--- src/rtl/lfkp_pkg.sv ---
`timescale 1ns / 1ps
`default_nettype none
package lfkp_pkg;
    localparam int ALPHABET_SIZE_DEF = 26;
    localparam int COUNT_WIDTH_DEF   = 20;
    localparam int WEIGHT_WIDTH_DEF  = 16;
    localparam int LETTERS           = 26;
    localparam int MAX_RESULTS       = 26;

    typedef enum logic [1:0] {
        OP_LOAD   = 2'd0,
        OP_CHAR   = 2'd1,
        OP_FINISH = 2'd2,
        OP_NONE   = 2'd3
    } t_op;

    typedef enum logic [2:0] {
        S_IDLE,
        S_READ,
        S_RANK,
        S_EMIT,
        S_CLEAR
    } t_state;

    localparam logic [7:0] CHAR_UPPER_A = 8'h41;
    localparam logic [7:0] CHAR_UPPER_Z = 8'h5A;
    localparam logic [7:0] CHAR_LOWER_A = 8'h61;
    localparam logic [7:0] CHAR_LOWER_Z = 8'h7A;
    localparam logic [6:0] ASCII_A      = 7'h41;
endpackage
`default_nettype wire

--- src/rtl/lfkp_mem.sv ---
`timescale 1ns / 1ps
`default_nettype none
module lfkp_mem #(
    parameter int DEPTH = 26,
    parameter int WIDTH = 16
) (
    input  wire                      i_clk,
    input  wire                      i_we,
    input  wire [$clog2(DEPTH)-1:0]  i_waddr,
    input  wire [WIDTH-1:0]          i_wdata,
    input  wire [$clog2(DEPTH)-1:0]  i_raddr,
    output logic [WIDTH-1:0]         o_rdata
);
    logic [WIDTH-1:0] r_mem [DEPTH];

    always_ff @(posedge i_clk) begin
        if (i_we) begin
            r_mem[i_waddr] <= i_wdata;
        end
        o_rdata <= r_mem[i_raddr];
    end
endmodule
`default_nettype wire

--- src/rtl/letter_frequency_key_proposer.sv ---
// Channel | Dir | tdata (low bit up)                                      | tuser
// s_axis  | in  | letter_index[4:0] ref_weight[20:5] text_char[28:21] pad | operation[1:0]
// m_axis  | out | plain_index[4:0] cipher_letter[11:5] pad               | -   ; tlast=last_entry
// Load transactions write the weight memory. Text transactions, taken only while idle, do one
// read-modify-write per cycle on the count memory, with forwarding from the write stage when
// the same letter repeats. Finish: memory reads of all letters, then rank by pairwise compare
// (one letter per cycle), then min(N, MAX_RESULTS) results with N = ALPHABET_SIZE, then count
// clear. The sink may stall emission at any cycle.
// Reset clears weights and counts with a sweep over all letters during which s_axis_tready is low.
`timescale 1ns / 1ps
`default_nettype none
module letter_frequency_key_proposer #(
    parameter int ALPHABET_SIZE = lfkp_pkg::ALPHABET_SIZE_DEF,
    parameter int COUNT_WIDTH   = lfkp_pkg::COUNT_WIDTH_DEF,
    parameter int WEIGHT_WIDTH  = lfkp_pkg::WEIGHT_WIDTH_DEF
) (
    input  wire         i_clk,
    input  wire         i_rst_n,
    input  wire         s_axis_tvalid,
    output logic        s_axis_tready,
    input  wire  [31:0] s_axis_tdata,  // letter_index, ref_weight, text_char
    input  wire  [1:0]  s_axis_tuser,  // operation
    output logic        m_axis_tvalid,
    input  wire         m_axis_tready,
    output logic [15:0] m_axis_tdata,  // plain_index, cipher_letter
    output logic        m_axis_tlast
);
    localparam int AW = $clog2(ALPHABET_SIZE);
    localparam int RW = $clog2(ALPHABET_SIZE + 1);
    localparam int NOUT = (ALPHABET_SIZE < lfkp_pkg::MAX_RESULTS) ? ALPHABET_SIZE
                                                                  : lfkp_pkg::MAX_RESULTS;
    localparam logic [COUNT_WIDTH-1:0] CMAX = '1;

    lfkp_pkg::t_state r_state, n_state;
    logic [RW-1:0] r_i, n_i;
    logic          r_rd;

    assign s_axis_tready = (r_state == lfkp_pkg::S_IDLE);

    wire        acc    = s_axis_tvalid && s_axis_tready;
    wire [1:0]  op     = s_axis_tuser;
    wire [4:0]  lidx   = s_axis_tdata[4:0];
    wire [15:0] wt     = s_axis_tdata[20:5];
    wire [7:0]  ch     = s_axis_tdata[28:21];

    logic       is_up, is_lo, is_let;
    logic [4:0] cidx;
    always_comb begin
        is_up  = ch >= lfkp_pkg::CHAR_UPPER_A && ch <= lfkp_pkg::CHAR_UPPER_Z;
        is_lo  = ch >= lfkp_pkg::CHAR_LOWER_A && ch <= lfkp_pkg::CHAR_LOWER_Z;
        cidx   = is_up ? 5'(ch - lfkp_pkg::CHAR_UPPER_A) : 5'(ch - lfkp_pkg::CHAR_LOWER_A);
        is_let = (is_up || is_lo) && (32'(cidx) < ALPHABET_SIZE);
    end

    // count pipeline: read in cycle of acceptance, write next cycle
    logic                   r_inc_v;
    logic [AW-1:0]          r_inc_a;
    logic                   c_we, w_we;
    logic [AW-1:0]          c_wa, c_ra, w_wa, w_ra;
    logic [COUNT_WIDTH-1:0] c_wd, c_rd, c_cur;
    logic [WEIGHT_WIDTH-1:0] w_wd, w_rd;
    logic                   r_fwd_v;
    logic [AW-1:0]          r_fwd_a;
    logic [COUNT_WIDTH-1:0] r_fwd_d;

    lfkp_mem #(.DEPTH(ALPHABET_SIZE), .WIDTH(COUNT_WIDTH)) u_cnt (
        .i_clk(i_clk), .i_we(c_we), .i_waddr(c_wa), .i_wdata(c_wd),
        .i_raddr(c_ra), .o_rdata(c_rd));
    lfkp_mem #(.DEPTH(ALPHABET_SIZE), .WIDTH(WEIGHT_WIDTH)) u_wgt (
        .i_clk(i_clk), .i_we(w_we), .i_waddr(w_wa), .i_wdata(w_wd),
        .i_raddr(w_ra), .o_rdata(w_rd));

    assign c_cur = (r_fwd_v && r_fwd_a == r_inc_a) ? r_fwd_d : c_rd;

    // ranking copies: key registers per letter, rank counters
    logic [COUNT_WIDTH-1:0]  r_ck [ALPHABET_SIZE];
    logic [WEIGHT_WIDTH-1:0] r_wk [ALPHABET_SIZE];
    logic [AW-1:0]           r_rref [ALPHABET_SIZE];
    logic [AW-1:0]           r_rtxt [ALPHABET_SIZE];
    logic [AW-1:0]           r_ref_at, r_txt_at;
    logic [AW-1:0]           r_j;

    always_comb begin
        n_state = r_state;
        n_i = r_i;
        c_we = 1'b0; c_wa = r_inc_a; c_wd = (c_cur == CMAX) ? c_cur : c_cur + 1'b1;
        c_ra = AW'(cidx);
        w_we = 1'b0; w_wa = AW'(lidx); w_wd = WEIGHT_WIDTH'(wt);
        w_ra = AW'(r_i);
        if (r_inc_v) c_we = 1'b1;
        unique case (r_state)
            lfkp_pkg::S_IDLE: begin
                if (acc && op == lfkp_pkg::OP_LOAD && 32'(lidx) < ALPHABET_SIZE) w_we = 1'b1;
                if (acc && op == lfkp_pkg::OP_FINISH) begin
                    n_state = lfkp_pkg::S_READ;
                    n_i = '0;
                end
            end
            lfkp_pkg::S_READ: begin
                c_ra = AW'(r_i);
                if (32'(r_i) == ALPHABET_SIZE) begin
                    n_state = lfkp_pkg::S_RANK;
                    n_i = '0;
                end else n_i = r_i + 1'b1;
            end
            lfkp_pkg::S_RANK: begin
                if (32'(r_i) == ALPHABET_SIZE - 1) begin
                    n_state = lfkp_pkg::S_EMIT;
                    n_i = '0;
                end else n_i = r_i + 1'b1;
            end
            lfkp_pkg::S_EMIT: begin
                if (m_axis_tvalid && m_axis_tready && m_axis_tlast) begin
                    n_state = lfkp_pkg::S_CLEAR;
                    n_i = '0;
                end
            end
            lfkp_pkg::S_CLEAR: begin
                c_we = 1'b1; c_wa = AW'(r_i); c_wd = '0;
                w_we = !r_rd; w_wa = AW'(r_i); w_wd = '0;
                if (32'(r_i) == ALPHABET_SIZE - 1) begin
                    n_state = lfkp_pkg::S_IDLE;
                    n_i = '0;
                end else n_i = r_i + 1'b1;
            end
            default: n_state = lfkp_pkg::S_IDLE;
        endcase
    end

    always_ff @(posedge i_clk) begin
        if (!i_rst_n) begin
            r_state <= lfkp_pkg::S_CLEAR;
            r_i     <= '0;
            r_rd    <= 1'b0;
            r_inc_v <= 1'b0;
            r_fwd_v <= 1'b0;
        end else begin
            r_state <= n_state;
            r_i     <= n_i;
            if (r_state == lfkp_pkg::S_CLEAR && n_state == lfkp_pkg::S_IDLE) r_rd <= 1'b1;
            r_inc_v <= acc && op == lfkp_pkg::OP_CHAR && is_let;
            r_fwd_v <= r_inc_v;
        end
    end

    always_ff @(posedge i_clk) begin
        r_inc_a <= AW'(cidx);
        r_fwd_a <= r_inc_a;
        r_fwd_d <= c_wd;
    end

    // capture keys: read at r_i, data valid when r_i-1 address read
    always_ff @(posedge i_clk) begin
        if (r_state == lfkp_pkg::S_READ && r_i != '0) begin
            r_ck[AW'(r_i - 1'b1)] <= c_rd;
            r_wk[AW'(r_i - 1'b1)] <= w_rd;
        end
    end

    // rank of letter j: keys strictly smaller, or equal with smaller index
    logic [ALPHABET_SIZE-1:0] lt_ref, lt_txt;
    logic [AW-1:0]            rk_ref, rk_txt;
    always_comb begin
        for (int k = 0; k < ALPHABET_SIZE; k++) begin
            lt_ref[k] = r_wk[k] < r_wk[AW'(r_i)] ||
                        (r_wk[k] == r_wk[AW'(r_i)] && k < 32'(r_i));
            lt_txt[k] = r_ck[k] < r_ck[AW'(r_i)] ||
                        (r_ck[k] == r_ck[AW'(r_i)] && k < 32'(r_i));
        end
        rk_ref = AW'($countones(lt_ref));
        rk_txt = AW'($countones(lt_txt));
    end

    always_ff @(posedge i_clk) begin
        if (r_state == lfkp_pkg::S_RANK) begin
            r_rref[rk_ref] <= AW'(r_i);
            r_rtxt[rk_txt] <= AW'(r_i);
        end
    end

    // emit
    always_ff @(posedge i_clk) begin
        if (!i_rst_n) begin
            m_axis_tvalid <= 1'b0;
            r_j <= '0;
        end else if (r_state == lfkp_pkg::S_EMIT) begin
            if (!m_axis_tvalid || m_axis_tready) begin
                if (m_axis_tvalid && m_axis_tlast) begin
                    m_axis_tvalid <= 1'b0;
                    r_j <= '0;
                end else begin
                    m_axis_tvalid <= 1'b1;
                    r_j <= r_j + 1'b1;
                end
            end
        end else begin
            m_axis_tvalid <= 1'b0;
            r_j <= '0;
        end
    end

    always_ff @(posedge i_clk) begin
        if (r_state == lfkp_pkg::S_EMIT &&
            (!m_axis_tvalid || (m_axis_tready && !m_axis_tlast))) begin
            r_ref_at     <= r_rref[r_j];
            r_txt_at     <= r_rtxt[r_j];
            m_axis_tlast <= (32'(r_j) == NOUT - 1);
        end
    end

    assign m_axis_tdata = {4'd0, 7'(lfkp_pkg::ASCII_A + 7'(r_txt_at)), 5'(r_ref_at)};

`ifndef SYNTH
    a_no_out_idle: assert property (@(posedge i_clk) disable iff (!i_rst_n)
        r_state == lfkp_pkg::S_IDLE |-> !m_axis_tvalid) else $error("output outside emit");
    a_busy: assert property (@(posedge i_clk) disable iff (!i_rst_n)
        m_axis_tvalid |-> !s_axis_tready) else $error("input taken during emit");
    a_clear_after: assert property (@(posedge i_clk) disable iff (!i_rst_n)
        m_axis_tvalid && m_axis_tready && m_axis_tlast |=> r_state == lfkp_pkg::S_CLEAR)
        else $error("clear skipped");
`endif
endmodule
`default_nettype wire
--- config.mk ---
export PLATFORM = sky130hd
export DESIGN_NAME = letter_frequency_key_proposer
export DESIGN_NICKNAME = d
export VERILOG_FILES = /design/src/rtl/lfkp_pkg.sv /design/src/rtl/lfkp_mem.sv /design/src/rtl/letter_frequency_key_proposer.sv
export SDC_FILE = /design/constraint.sdc
export NUM_CORES = 2
export LEC_CHECK = 0
export BUFFER_PORTS_ARGS = -buffer_cell sky130_fd_sc_hd__buf_2
export CAP_MARGIN = 20
export CORE_MARGIN = 2
export CORE_UTILIZATION = 55
export CTS_BUF_LIST = sky130_fd_sc_hd__clkbuf_8
export DETAILED_ROUTE_END_ITERATION = 7
export PLACE_DENSITY = 0.68
export SETUP_SLACK_MARGIN = 0.15
export SLEW_MARGIN = 20
export SYNTH_ARGS = -nofsm -noshare
export SYNTH_HDL_FRONTEND = slang
export SYNTH_HIERARCHICAL = 1
export SYNTH_SLANG_ARGS = --single-unit
--- constraint.sdc ---
create_clock -name i_clk -period 21 [get_ports i_clk]
set_input_delay 5.25 -clock i_clk [delete_from_list [all_inputs] [get_ports i_clk]]
set_output_delay 5.25 -clock i_clk [all_outputs]
set_load 0.05 [all_outputs]
==> impl_metrics.py <==
metrics = {
    "yosys": {
        "synth.top_cell.area_share_pct": 60.7,
        "synth_mux_area_share_pct": 13.9,
        "seq_area_frac_synth_pct": 62.3,
        "synth_compound_area_share_pct": 5.98,
        "ys_warn_count": 6,
        "avgSynthCellArea_um2": 16.7,
        "synthXorXnorAreaFrac_pct": 0.233,
        "synth_top_family_by_area": "multiplexers",
        "syn_inst": 6978,
        "ys_seq_elements": 2447,
        "synthSimpleGateAreaFrac_pct": 5.22,
        "synth-edff-count": 2359,
        "synth_top_area_cell": "edfxtp_1",
        "ys_types": 80,
        "synth_flop_cell": "edfxtp_1",
        "synth_fa_ha_area_share_pct": 11.0,
        "synth_area_mm2": 0.117,
        "async_flop_share_pct": 0,
        "synth_area_leaders": "edfxtp_1, mux4_2, ha_1, mux2i_1, dfxtp_1",
    },
    "sta": {
        "finalSetupTns_ns": 0,
        "setup_viol": 0,
        "timing.final.crit_share_pct": 62.9,
        "max_freq_mhz": 75.7,
        "worst_slack_ns": 7.79,
        "worst_pin_slew_ns": 1.19,
        "min_period_ns": 13.21,
        "timing.hold.ws_ns": 0.383,
        "relSlewSlack_pct": 20.6,
        "worst_clock_skew_ns": 0.0881,
        "maxSlewViolCount": 0,
        "rsz0062_at_grt": "false",
        "hold_violations": 0,
    },
    "cells_and_area": {
        "drive_gt1_share_pct": 20.4,
        "nets": 8454,
        "fin_util_pct": 61.1,
        "fin_area_mm2": 0.129,
        "fill_cells": 15300,
        "syn_to_final_growth_pct": 10.9,
    },
    "power_and_ir_drop": {
        "ir_worst_vdd_mv": 0.255,
        "power_leakage_nw": 45.8,
        "p_per_area_mw_per_mm2": 101,
    },
    "detailed_routing": {
        "vias": 66500,
        "drc": 0,
        "detail_route.iter0.violations": 5961,
        "routed_wl_um": 287000,
        "wl_per_cell_um": 27.2,
        "ant_nets": 0,
        "first_pass_iters": 6,
        "viasPerCell": 6.30,
    },
    "worst_setup_path": {
        "path_max_fanout": 102,
        "critPathArrivalTime_ns": 13.90,
        "worstSetupEndpointType": "register",
        "worst_r2r_endpoint": "r_rtxt[13][4]",
        "max_stage_delay_ns": 0.95,
        "start_kind": "register",
        "r2r_cells": 28,
        "cp_slowest_cell": "a2111oi_0",
        "worst-setup-path-type": "reg2reg",
        "crit_top_cell": "fa_1",
        "critical_path_required_ns": 21.69,
        "r2r_setup_slack_ns": 7.79,
    },
    "hold_path": {
        "holdCritStartpoint": "r_inc_a[2]",
        "hp-class": "reg2reg",
        "whs_endpoint": "r_fwd_a[2]",
        "min_path_cells": 0,
    },
    "cts": {
        "cts_made_buffers": 408,
        "cts_sinks": 2447,
        "cts_resized": 0,
        "clock_latency_ns": 1.11,
        "cts_setup_buffers": 0,
        "cts_tree": "yes",
        "clockBufferDepth": 4,
        "clk_pin_slew_ns": 0.06,
        "hold_buffers": 0,
        "htree_levels": 5,
        "clockRootBuffer": "clkbuf_8",
    },
    "die": {
        "die_h_um": 464,
        "coreArea_mm2": 0.211,
        "io_pins": 57,
        "die_area_mm2": 0.216,
        "fp.dieW_um": 464,
        "rows": 169,
        "start_util_pct": 55.1,
    },
    "place": {
        "gp_congestion": 0.909,
        "place_hpwl_um": 199000,
        "dpl-instance-area_mm2": 0.122,
        "portBuffers": 48,
        "place_ws_ns": 7.73,
    },
    "status": {
        "outcome": "finished, final reports clean",
    },
    "grt": {
        "antenna_found_initial": 9,
        "grt_max_degree": 120,
        "grt_pass1_vias": 68700,
        "track_usage_pct": 26.5,
        "grt_pass1_wl_um": 429000,
        "grt_overflow": 0,
    },
    "flow_run": {
        "maxCapViolCount": 0,
    },
}
-- power by group --
group          internal (mW)  total [mW]  switching, mW  leakage (nW)
clock                   2.03        3.89           1.87          4.28
combinational           1.10        3.60           2.50          19.3
sequential              5.48        5.56         0.0781          22.2
total                   8.61        13.1           4.44          45.8
-- cells in the final DEF, fill, tap and decap left out, drive strengths merged, types with 62 or more instances in the layout --
cell type	n
edfxtp	2359
ha	966
mux4	574
clkbuf	427
nand2	312
a21oi	286
nor2	285
buf	266
inv	237
mux2i	230
a21o	210
nand4	194
o21ai	186
clkinv	127
nor2b	103
nand3	88
dfxtp	88
mux2	77
o21a	62
-- worst max-delay path: cells and delay by family, from the launching register on --
kind | cells | cell delay (ns)
AO/OA/AOI/OAI | 6 | 1.77
XOR/XNOR | 1 | 0.87
adder cells (fa/ha/maj) | 9 | 4.35
buffers and inverters | 4 | 1.94
flip-flops | 1 | 0.87
multiplexers | 3 | 1.40
AND/OR/NAND/NOR | 5 | 1.29
-- flip-flops by register name, indices dropped and copies added (netlist names), 5 cells and up, named ones only --
signal	cells
r_ck	640
r_fwd_a	5
r_fwd_d	20
r_i	5
r_inc_a	5
r_j	5
r_ref_at	5
r_rref	130
r_rtxt	130
r_txt_at	5
r_wk	512
u_cnt/o_rdata	20
u_cnt/r_mem	520
u_wgt/o_rdata	16
u_wgt/r_mem	416
-- cells by family after synthesis --
group / after synthesis
AO/OA/AOI/OAI: 1054
XOR/XNOR: 31
adder cells (fa/ha/maj): 1002
buffers and inverters: 342
flip-flops: 2447
multiplexers: 881
other: 2
AND/OR/NAND/NOR: 1219
-- cell type report --
| cell class | instances | area, µm² | area share (%) |
|---|---|---|---|
| sequential | 2447 | 72700 | 56.2 |
| multi-input combinational | 4192 | 43200 | 33.4 |
| clock buffer | 427 | 5880 | 4.55 |
| tap | 2821 | 3530 | 2.73 |
| timing repair buffer | 266 | 2170 | 1.68 |
| clock inverter | 285 | 1500 | 1.16 |
| inverter | 99 | 372 | 0.287 |
| antenna | 10 | 25.0 | 0.0194 |
-- routing by layer --
metal  routed length, µm  up-vias  track usage, %
li1                    -    29500               -
met1              121000    34200            36.6
met2              139000     2244            43.2
met3               18200      476            4.56
met4                8350        0            8.40
met5                   0        -               0
-- per-stage QoR --
step	instances	total power, mW
6_report	10500	13.1
5_1_grt	10500	13.6
4_1_cts	10500	13.1
3_5_place_dp	9820	9.21
3_3_place_gp	9810	9.13
2_1_floorplan	6981	7.58
-- cell usage after synthesis (all sizes together) (51+ instances only) --
| library cell | instances |
|---|---|
| a21o | 210 |
| a21oi | 286 |
| a22oi | 59 |
| buf | 130 |
| clkbuf | 113 |
| dfxtp | 88 |
| edfxtp | 2359 |
| ha | 966 |
| inv | 99 |
| mux2 | 77 |
| mux2i | 230 |
| mux4 | 574 |
| nand2 | 312 |
| nand3 | 88 |
| nand4 | 194 |
| nor2 | 285 |
| nor2b | 103 |
| nor3 | 51 |
| o211ai | 61 |
| o21a | 62 |
| o21ai | 186 |
-- worst max-delay path by stage --
stage / cells past startpoint / startpoint / end / slack, ns
6_report: 28 / register / r_rtxt[13][4] / 7.79
5_1_grt: 30 / register / r_rtxt[5][2] / 6.98
4_1_cts: 28 / register / r_rtxt[13][4] / 7.68
3_5_place_dp: 30 / register / r_rtxt[5][3] / 7.73
3_3_place_gp: 30 / register / r_rtxt[5][3] / 7.77
2_1_floorplan: 28 / register / r_rref[14][0] / 11.14
(Power assumes the default switching activity.)
